[src/hdl/tce_pkg.sv]
package tce_pkg;

	localparam int COLUMNS  = 80;
	localparam int ROWS     = 25;
	localparam int TAB_STOP = 8;

	localparam int CELLS  = COLUMNS * ROWS;
	localparam int COL_W  = $clog2(COLUMNS);
	localparam int ROW_W  = $clog2(ROWS);
	localparam int RN_W   = ROW_W + 1;
	localparam int CN_W   = $clog2(COLUMNS + TAB_STOP);
	localparam int ADDR_W = $clog2(CELLS);
	localparam int CNT_W  = $clog2(CELLS + COLUMNS);
	localparam int N_TABS = (COLUMNS - 1) / TAB_STOP;

	localparam logic [7:0] CH_BS    = 8'h08;
	localparam logic [7:0] CH_TAB   = 8'h09;
	localparam logic [7:0] CH_LF    = 8'h0A;
	localparam logic [7:0] CH_CR    = 8'h0D;
	localparam logic [7:0] CH_SPACE = 8'h20;
	localparam logic [7:0] CH_DEL   = 8'h7F;

	localparam logic [4:0] COLOR_DFLT = 5'h10;

	localparam logic REG_FORE = 1'b0;
	localparam logic REG_BACK = 1'b1;

	typedef enum logic [2:0] {
		OP_TTY    = 3'd0,
		OP_PLACE  = 3'd1,
		OP_CURSOR = 3'd2,
		OP_CLEAR  = 3'd3,
		OP_READ   = 3'd4
	} op_t;

	typedef enum logic [2:0] {
		ST_INIT,
		ST_IDLE,
		ST_SCROLL,
		ST_DRAIN,
		ST_FILL,
		ST_READ
	} state_t;

	typedef struct packed {
		logic [3:0] fore;
		logic [3:0] back;
	} colors_t;

	typedef struct packed {
		logic              we;
		logic [ADDR_W-1:0] waddr;
		logic [15:0]       wdata;
		logic [ADDR_W-1:0] raddr;
	} mem_req_t;

	typedef struct packed {
		logic             done;
		logic             scrolled;
		logic [7:0]       cell_char;
		logic [7:0]       cell_attr;
		logic [COL_W-1:0] col;
		logic [ROW_W-1:0] row;
	} res_t;

	function automatic logic [7:0] make_attr(input logic [4:0] fore, input logic [4:0] back,
		input colors_t dflt);
		logic [3:0] f;
		logic [3:0] b;
		f = fore[4] ? dflt.fore : fore[3:0];
		b = back[4] ? dflt.back : back[3:0];
		return {b, f};
	endfunction

	function automatic logic [ADDR_W-1:0] cell_addr(input logic [ROW_W-1:0] r,
		input logic [COL_W-1:0] c);
		return ADDR_W'(int'(r) * COLUMNS + int'(c));
	endfunction

	// next tab stop strictly right of c
	function automatic logic [CN_W-1:0] tab_next(input logic [COL_W-1:0] c);
		logic [CN_W-1:0] n;
		n = CN_W'(TAB_STOP);
		for (int k = 1; k <= N_TABS; k++) begin
			if (int'(c) >= k * TAB_STOP)
				n = CN_W'((k + 1) * TAB_STOP);
		end
		return n;
	endfunction

endpackage

[src/hdl/tce_ctrl.sv]
module tce_ctrl (
	input  logic              clk,
	input  logic              arst_n,
	input  logic              start,
	input  logic [2:0]        opcode,
	input  logic [7:0]        char_code,
	input  logic [4:0]        fg_code,
	input  logic [4:0]        bg_code,
	input  logic [6:0]        column,
	input  logic [4:0]        row,
	input  tce_pkg::colors_t  dflt,
	input  logic [15:0]       rdata,
	output tce_pkg::mem_req_t mem,
	output tce_pkg::res_t     res,
	output logic              busy
);
	import tce_pkg::*;

	state_t            state_q, state_d;
	logic [CNT_W-1:0]  cnt_q;
	logic              cp_valid_s1;
	logic [CNT_W-1:0]  cp_cnt_s1;
	logic [COL_W-1:0]  col_q;
	logic [ROW_W-1:0]  row_q;
	logic [15:0]       fill_q;
	logic              rd_ok_q;
	logic              done_q, done_d;
	logic              scrolled_q;
	logic [7:0]        cchar_q, cattr_q;

	logic              accept;
	op_t               op;
	logic              in_range;
	logic [ADDR_W-1:0] in_addr;
	logic [7:0]        item_attr;
	logic [15:0]       scroll_blank;

	logic [CN_W-1:0]   tty_col;
	logic              tty_lf, tty_we, tty_wrap, tty_scroll;
	logic [COL_W-1:0]  tty_wcol, tty_col_fin;
	logic [7:0]        tty_char;
	logic [RN_W-1:0]   tty_row;
	logic [ROW_W-1:0]  tty_row_fin;
	logic [COL_W-1:0]  set_col;
	logic [ROW_W-1:0]  set_row;

	assign accept       = start && (state_q == ST_IDLE);
	assign busy         = (state_q != ST_IDLE);
	assign op           = op_t'(opcode);
	assign in_range     = (int'(column) < COLUMNS) && (int'(row) < ROWS);
	assign in_addr      = cell_addr(ROW_W'(row), COL_W'(column));
	assign item_attr    = make_attr(fg_code, bg_code, dflt);
	assign scroll_blank = {make_attr(COLOR_DFLT, COLOR_DFLT, dflt), CH_SPACE};
	assign set_col      = (int'(column) < COLUMNS) ? COL_W'(column) : COL_W'(COLUMNS - 1);
	assign set_row      = (int'(row) < ROWS) ? ROW_W'(row) : ROW_W'(ROWS - 1);

	always_comb begin
		tty_col  = CN_W'(col_q);
		tty_lf   = 1'b0;
		tty_we   = 1'b0;
		tty_wcol = col_q;
		tty_char = char_code;
		case (char_code)
			CH_BS: begin
				if (col_q != '0) begin
					tty_col  = CN_W'(col_q) - CN_W'(1);
					tty_we   = 1'b1;
					tty_wcol = col_q - COL_W'(1);
					tty_char = CH_SPACE;
				end
			end
			CH_TAB: tty_col = tab_next(col_q);
			CH_CR:  tty_col = '0;
			CH_LF: begin
				tty_col = '0;
				tty_lf  = 1'b1;
			end
			default: begin
				if (char_code >= CH_SPACE && char_code <= CH_DEL) begin
					tty_we  = 1'b1;
					tty_col = CN_W'(col_q) + CN_W'(1);
				end
			end
		endcase
		tty_wrap    = (tty_col >= CN_W'(COLUMNS));
		tty_row     = RN_W'(row_q) + RN_W'(tty_lf | tty_wrap);
		tty_scroll  = (tty_row >= RN_W'(ROWS));
		tty_col_fin = tty_wrap ? '0 : COL_W'(tty_col);
		tty_row_fin = tty_scroll ? ROW_W'(ROWS - 1) : ROW_W'(tty_row);
	end

	// next state
	always_comb begin
		state_d = state_q;
		case (state_q)
			ST_INIT: begin
				if (cnt_q == CNT_W'(CELLS - 1))
					state_d = ST_IDLE;
			end
			ST_IDLE: begin
				if (accept) begin
					case (op)
						OP_TTY:   state_d = tty_scroll ? ST_SCROLL : ST_IDLE;
						OP_CLEAR: state_d = ST_FILL;
						OP_READ:  state_d = ST_READ;
						default:  state_d = ST_IDLE;
					endcase
				end
			end
			ST_SCROLL: begin
				if (cnt_q == CNT_W'(CELLS + COLUMNS - 1))
					state_d = ST_DRAIN;
			end
			ST_DRAIN: state_d = ST_IDLE;
			ST_FILL: begin
				if (cnt_q == CNT_W'(CELLS - 1))
					state_d = ST_IDLE;
			end
			ST_READ:  state_d = ST_IDLE;
			default:  state_d = ST_IDLE;
		endcase
	end

	// memory port and completion
	always_comb begin
		mem       = '0;
		mem.raddr = in_addr;
		done_d    = 1'b0;
		case (state_q)
			ST_INIT: begin
				mem.we    = 1'b1;
				mem.waddr = ADDR_W'(cnt_q);
			end
			ST_IDLE: begin
				if (accept) begin
					done_d = 1'b1;
					case (op)
						OP_TTY: begin
							mem.we    = tty_we;
							mem.waddr = cell_addr(row_q, tty_wcol);
							mem.wdata = {item_attr, tty_char};
							done_d    = !tty_scroll;
						end
						OP_PLACE: begin
							mem.we    = in_range;
							mem.waddr = in_addr;
							mem.wdata = {item_attr, char_code};
						end
						OP_CLEAR: done_d = 1'b0;
						OP_READ:  done_d = 1'b0;
						default:  done_d = 1'b1;
					endcase
				end
			end
			ST_SCROLL, ST_DRAIN: begin
				// copy row below up by one; last row takes default blanks
				mem.raddr = ADDR_W'(cnt_q);
				mem.we    = cp_valid_s1;
				mem.waddr = ADDR_W'(cp_cnt_s1 - CNT_W'(COLUMNS));
				mem.wdata = (cp_cnt_s1 < CNT_W'(CELLS)) ? rdata : scroll_blank;
				done_d    = (state_q == ST_DRAIN);
			end
			ST_FILL: begin
				mem.we    = 1'b1;
				mem.waddr = ADDR_W'(cnt_q);
				mem.wdata = fill_q;
				done_d    = (cnt_q == CNT_W'(CELLS - 1));
			end
			ST_READ: done_d = 1'b1;
			default: done_d = 1'b0;
		endcase
	end

	always_ff @(posedge clk or negedge arst_n) begin
		if (!arst_n) begin
			state_q     <= ST_INIT;
			cnt_q       <= '0;
			cp_valid_s1 <= 1'b0;
			col_q       <= '0;
			row_q       <= '0;
			done_q      <= 1'b0;
		end else begin
			state_q     <= state_d;
			cp_valid_s1 <= (state_q == ST_SCROLL);
			done_q      <= done_d;
			if (accept) begin
				cnt_q <= (op == OP_CLEAR) ? '0 : CNT_W'(COLUMNS);
				case (op)
					OP_TTY: begin
						col_q <= tty_col_fin;
						row_q <= tty_row_fin;
					end
					OP_CURSOR: begin
						col_q <= set_col;
						row_q <= set_row;
					end
					OP_CLEAR: begin
						col_q <= '0;
						row_q <= '0;
					end
					default: begin
						col_q <= col_q;
						row_q <= row_q;
					end
				endcase
			end else if (state_q == ST_INIT || state_q == ST_FILL || state_q == ST_SCROLL) begin
				cnt_q <= cnt_q + CNT_W'(1);
			end
		end
	end

	always_ff @(posedge clk) begin
		cp_cnt_s1  <= cnt_q;
		scrolled_q <= (state_q == ST_DRAIN);
		cchar_q    <= (state_q == ST_READ && rd_ok_q) ? rdata[7:0] : 8'h00;
		cattr_q    <= (state_q == ST_READ && rd_ok_q) ? rdata[15:8] : 8'h00;
		if (accept) begin
			fill_q  <= {make_attr(COLOR_DFLT, bg_code, dflt), CH_SPACE};
			rd_ok_q <= in_range;
		end
	end

	assign res.done      = done_q;
	assign res.scrolled  = scrolled_q;
	assign res.cell_char = cchar_q;
	assign res.cell_attr = cattr_q;
	assign res.col       = col_q;
	assign res.row       = row_q;

	a_cursor_range: assert property (@(posedge clk) disable iff (!arst_n)
		(int'(col_q) < COLUMNS) && (int'(row_q) < ROWS))
		else $error("cursor out of range");

	a_read_two_cycles: assert property (@(posedge clk) disable iff (!arst_n)
		accept && op == OP_READ |-> ##2 done_q)
		else $error("read beat not returned after two cycles");

	a_clear_starts: assert property (@(posedge clk) disable iff (!arst_n)
		accept && op == OP_CLEAR |=> state_q == ST_FILL && cnt_q == '0)
		else $error("clear did not start fill at cell zero");

	a_copy_order: assert property (@(posedge clk) disable iff (!arst_n)
		cp_valid_s1 && state_q == ST_SCROLL |-> cp_cnt_s1 + CNT_W'(1) == cnt_q)
		else $error("scroll copy stage out of step with read counter");

endmodule

[config.mk]
export PLATFORM = sky130hd
export DESIGN_NAME = tce_ctrl
export DESIGN_NICKNAME = d
export VERILOG_FILES = /design/src/hdl/tce_pkg.sv /design/src/hdl/tce_ctrl.sv
export SDC_FILE = /design/constraint.sdc
export NUM_CORES = 1
export LEC_CHECK = 0
export BUFFER_PORTS_ARGS = -buffer_cell sky130_fd_sc_hd__buf_2
export CORE_MARGIN = 2
export CORE_UTILIZATION = 45
export DETAILED_ROUTE_END_ITERATION = 10
export PLACE_DENSITY = 0.73
export SYNTH_ARGS = -nofsm -noshare
export SYNTH_HDL_FRONTEND = slang
export SYNTH_SLANG_ARGS = --single-unit
[constraint.sdc]
create_clock -name clk -period 3.96 [get_ports clk]
set_clock_uncertainty 0.05 [all_clocks]
set_input_delay 0.198 -clock clk [delete_from_list [all_inputs] [get_ports clk]]
set_output_delay 0.198 -clock clk [all_outputs]
set_load 0.005 [all_outputs]
; After elaboration in Yosys (flattened, before gate mapping)
; Cells that the tools add are included.
[classes]
mux = 45
n_eq_ne = 19
order_cmp = 16
mul = 2
n_bitwise = 1
reduce_logical = 19
add_sub_neg = 7
[op_table]
columns = op, n
row1 = 2-to-1 mux 7 bit, 14
row2 = one-hot mux 28 bit (2 select lines), 1
row3 = one-hot mux 16 bit (3 select lines), 1
row4 = one-hot mux 7 bit (3 select lines), 2
row5 = one-hot mux 12 bit (3 select lines), 1
row6 = "equality test 8 x 4 -> 1 bit, second input constant", 4
row7 = ">= comparator 7 x 6 -> 1 bit, second input constant", 4
row8 = 2-to-1 mux 28 bit, 1
row9 = 2-to-1 mux 12 bit, 2
row10 = adder 11 x 7 -> 11 bit, 2
row11 = ">= comparator 7 bit, second input constant", 3
row12 = one-hot mux 3 bit (3 select lines), 2
row13 = 2-to-1 mux 16 bit, 1
row14 = 2-to-1 mux 8 bit, 2
row15 = 2-to-1 mux 5 bit, 3
row16 = one-hot mux 5 bit (3 select lines), 1
row17 = ">= comparator 7 x 5 -> 1 bit, second input constant", 2
row18 = "multiplier 5 x 3 -> 7 bit, second input constant", 2
row19 = "adder 12 x 1 -> 12 bit, second input constant", 1
row20 = "equality test 12 x 11 -> 1 bit, second input constant", 1
row21 = "equality test 12 bit, second input constant", 1
row22 = "equality test 3 x 2 -> 1 bit, second input constant", 4
row23 = "< comparator 12 x 11 -> 1 bit, second input constant", 1
row24 = 2-to-1 mux 11 bit, 1
row25 = other kinds (33), 52
[totals]
register_bits = 67
elab_cells = 121

; Logic depth before layout (Yosys ltp)
[logic_depth]
depth_word = 19
depth_mapped = 16
mapped_depth_nobuf = 16

; Least setup slack after synthesis
; No wires, ideal clock.
[synth_path]
kind = register to register
startpoint = register col_q[0]
endpoint = register row_q[1]
setup_ns = 0.126
path_slack_ns = 0.267
t_arrival_ns = 3.517
stages_incl_launch_ff = 17
period_less_slack_ns = 3.693
n_path_buf = 0
cell_sequence = dfrtp_1 -> inv_1 -> ha_1 -> nor3b_1 -> xor2_1 -> a32oi_1 -> o22ai_1 -> o21ba_2 -> a41o_1 -> ha_1 -> ha_1 -> nor4_1 -> a311o_1 -> a31oi_1 -> nor2_1 -> a221oi_1 -> nor2_1
[synth_between]
elab_chain_cells = 17
word_cells_on_any_way = 30
classes_between = add/sub: 3 / order compare: 11 / mux: 14 / bitwise: 1 / reduce/logical: 1
[synth_lines]
columns = element, line_no
row1 = "start, declared", tce_ctrl.sv:23  ; logic [COL_W-1:0] col_q;
row2 = "start signal, assigned", tce_ctrl.sv:190  ; col_q <= tty_col_fin;
row3 = "start signal, assigned", tce_ctrl.sv:194  ; col_q <= set_col;
row4 = "start signal, assigned", tce_ctrl.sv:202  ; col_q <= col_q;
row5 = >= comparator 7 x 4 -> 1 bit, tce_pkg.sv:85  ; if (int'(c) >= k * TAB_STOP)
row6 = 2-to-1 mux 5 bit, tce_pkg.sv:85
row7 = 2-to-1 mux 7 bit (8 in series), tce_pkg.sv:85
row8 = one-hot mux 7 bit (3 select lines) *, tce_ctrl.sv:63  ; case (char_code)
row9 = >= comparator 7 bit *, tce_ctrl.sv:85  ; tty_wrap = (tty_col >= CN_W'(COLUMNS));
row10 = OR 1 bit *, tce_ctrl.sv:86  ; tty_row = RN_W'(row_q) + RN_W'(tty_lf | tty_wrap);
row11 = adder 5 x 1 -> 6 bit *, tce_ctrl.sv:86
row12 = >= comparator 6 x 5 -> 1 bit, tce_ctrl.sv:87  ; tty_scroll = (tty_row >= RN_W'(ROWS));
row13 = 2-to-1 mux 5 bit *, tce_ctrl.sv:89  ; tty_row_fin = tty_scroll ? ROW_W'(ROWS - 1) : ROW_W'(tty_row);
row14 = one-hot mux 5 bit (3 select lines) *, tce_ctrl.sv:188  ; case (op)
row15 = "end signal, assigned", tce_ctrl.sv:191  ; row_q <= tty_row_fin;
row16 = "end signal, assigned", tce_ctrl.sv:195  ; row_q <= set_row;
row17 = "end signal, assigned", tce_ctrl.sv:203  ; row_q <= row_q;
row18 = "end, declared", tce_ctrl.sv:24  ; logic [ROW_W-1:0] row_q;
; Every way passes the cells marked *; elsewhere a longest branch is shown, timed or not.
; A chain may end at the register's enable or synchronous reset.

; Worst setup path in the final report
[layout_path]
startpoint = register col_q[1]
endpoint = register row_q[1]
; The elaborated chain is that of the path after synthesis.

==> impl_results.md <==
* Power per cell area at 596 nW/um^2
* Final setup fails at 0
* Maximum clock path buffer count at 2
* Total Power at 3560 uW
* Slew Viols, Final at 0
* Largest family of logic cells by synthesized area: compound AO/OA/AOI/OAI gates
* Nets at 789
* Worst skew pair latency at 360 ps
* CP startpoint: col_q[1]
* Tcrit/Tclk final at 97.1%
* EDFF count, synth at 9
* Clock transition at the registers of the reported paths at 90 ps
* Die height at 107 um
* ANT nets after route at 0
* Total CTS buffers at 9
* WS Path Type: reg -> reg
* Syn Inst Count at 561
* Crit path capture type: flop
* Initial antenna violation count at 0
* Complex-gate fraction of the synthesized area at 23.3%
* Placer Congestion at 0.987
* Die extent in x at 107 um
* Routed len/inst at 18.1 um
* Drt initial violations at 350
* Sink Count at 67
* CP Max Fanout at 5
* Achievable Freq at 260 MHz
* Top_reg_cell synth: dfxtp_1
* Synthesized area at 4730 um^2
* Root buffer cell: clkbuf_8
* Post-DP HPWL at 11.3 mm
* Global-route wire length before repair at 24.2 mm
* Status: finished clean
* FP Rows at 37
* Vias in the first global route at 4808
* Share of cells above drive strength 1 at 27.4%
* Post-synth ARST share at 43.3%
* Worst-Margin Slew at 1080 ps
* Seq pwr share at 28.5%
* Sequential share of the synthesized area at 33.3%
* Final Util at 58.2%
* I/O pin total at 130
* Number of remaining DRC errors at 0
* Synth Net Count at 650
* Sw Pwr at 1560 uW
* Worst R2R End: row_q[1]
* Critical Path Start Type: flop
* Total GRT Usage at 26.8%
* # port buffers at 129
* Mux share of post-synthesis cell area at 3.94%
* Yosys reg bits at 67
* Flop2flop setup slack at 120 ps
* Int Power at 2000 uW
* Final std cells w/o fill at 841
* Dpl cells at 808
* R2R cell count at 14
* P_leak at 0.00278 uW
* ANT cells at 0
* Area growth from synthesis to layout at 26.3%
* Min Tclk post-route at 3840 ps
* Required @ worst endpoint at 4140 ps
* HP Class: in -> reg
* Yosys warns at 0
* Synth cell types at 67
* Largest net degree at the start of global routing at 30
* Peak VDD IR at 0.340 mV
* Sw Share at 43.8%
* Total Wirelength at 15.2 mm
* GRT overflow at 0
* Clock power share at 16.9%
* Max_slew headroom at 28.3%
* Htree depth at 3
* CP arrival at 4030 ps
* Logic gate share of total power at 54.6%
* DR pass1 iterations at 5
* DR vias/cell at 5.90
* Post-Synth Simple-Gate Area at 21.0%
* CTS tree: done
* Initial core utilization at 46.1%
* Mapped Avg Cell Area at 8.44 um^2
* DIE AREA at 11400 um^2
* Hold violation count in the final report at 0
* Total number of vias at 4959
* Synth Area in XOR/XNOR at 5.92%
* Core Box Area at 10300 um^2
* Adder-cell share of the synthesized area at 8.30%
* Max-cap violations at 0
* R2R Path Start: col_q[1]
* Crit path capture: row_q[1]
## sequential cells by signal, summed over array words and instances (netlist names)
register and flops:
cattr_q 8, cchar_q 8, cnt_q 12, col_q 7, cp_cnt_s1 12, cp_valid_s1 1
done_q 1, fill_q 8, rd_ok_q 1, row_q 5, scrolled_q 1, state_q 3
## layout make-up
class                           count  area, um^2
Tap cell                          136         170
Inverter                           15        56.3
Multi-Input combinational cell    443        3030
Timing Repair Buffer              164         946
Fill cell                         961        4300
Clock buffer                        9         124
Sequential cell                    67        1580
Clock inverter                      7        76.3
## what timing repair did
action	4_1_cts	5_1_grt
hold buffers	15	0
endpoints found under the setup margin	2	9
pin swaps	1	4
gates resized for setup	3	15
buffers inserted	0	2
endpoints found under the hold margin	43	0
## cells by family after synthesis
family | count (synthesis)
AOI/OAI and AO/OA | 162
xor gates and xnor gates | 32
adders and majority gates | 29
buffers and inverters | 51
DFF | 67
muxes | 18
and+or+nand+nor | 202
## power groups by stage
stage	sequential [uW]	combinational, uW	clock (uW)
floorplan	971	1250	0
global placement	1010	1800	0
detailed placement	1020	1820	0
CTS	1010	1850	608
global route	1030	2160	640
finish	1020	1950	601
## worst max-delay path: stages, from the launching register on
cell and delay (ps):
dfrtp_2 450, or4_4 500, o21a_1 190, o211ai_2 190, a32oi_2 160, o21ba_2 270, a41o_1 220, ha_1 240
ha_4 310, nor4_2 50, a311o_1 330, a31oi_1 210, nor2_1 120, a221oi_1 330, nor2_1 80
## layer usage
layer / global-route usage (%) / wire [um] / vias to the layer above
met2: 43.9 / 7130 / 245
li1: - / - / 2331
met1: 35.2 / 6580 / 2355
met5: 0 / 0 / -
met3: 4.97 / 1170 / 28
met4: 10.2 / 313 / 0
## cells in the final DEF (no fill, tap or decap), types with 4 or more instances in the layout
master         Yosys  routed
a22o_1             9       9
dfrtp_1           29      27
a21o_1             8       8
xor2_1            16      16
o221ai_1           6       6
nor3_1            13      13
clkbuf_8           0       9
dlygate4sd3_1      0      15
a32oi_1            6       5
buf_2              3     129
nor2b_1            4       4
and3_1             8       8
o21ai_0           37      35
edfxtp_1           9       9
nand2_1           60      59
inv_1             15      15
mux2i_1           13      13
nand4_1           10      10
ha_1              25      23
and2_1            20      19
a31oi_1            7       7
xnor2_1           16      16
mux2_2             4       4
o22ai_1            7       7
a211oi_1           6       6
nand3_1           13      12
a22oi_1           12      12
dfxtp_1           29      29
nand2b_1           5       5
nor2_1            49      49
a221o_1            5       5
buf_4              2      20
a21oi_1           34      34
## synthesized netlist by cell type (all sizes together) (8+ instances only)
library cell	number	area share [%]
xor2	16	3.0
nor2	49	3.9
nand2	60	4.8
and2	21	2.8
a21o	8	1.3
inv	15	1.2
buf	9	0.95
o21ai	38	4.0
nand4	10	1.3
ha	25	6.6
dfrtp	29	15
mux2i	13	2.7
and3	8	1.1
a22o	9	1.7
nor3	13	1.4
nand3	13	1.4
clkbuf	27	2.1
edfxtp	9	5.7
xnor2	16	3.0
dfxtp	29	12
a22oi	13	2.2
a21oi	34	3.6
## worst min-delay path by stage
stage,start,to,slack (ps),depth (start not counted)
2_1_floorplan,arst_n,cnt_q[0],-150,0
3_3_place_gp,arst_n,cnt_q[7],230,1
3_5_place_dp,arst_n,cnt_q[11],240,1
4_1_cts,rdata[4],cchar_q[4],0.9,2
5_1_grt,rdata[6],cchar_q[6],8,2
6_report,rdata[4],cchar_q[4],10,2
## stage by stage
step	setup TNS [ps]	hold slack (ps)	area [um^2]	setup slack (ps)
final	0	14.4	5980	115
after global routing	-39.7	7.66	5980	-23.8
after global placement	0	231	5540	261
after detailed placement	0	241	5540	127
after CTS	0	0.898	5900	2.30
after floorplan	0	-148	4730	267
Note: power is estimated with default switching activity, not from simulation.
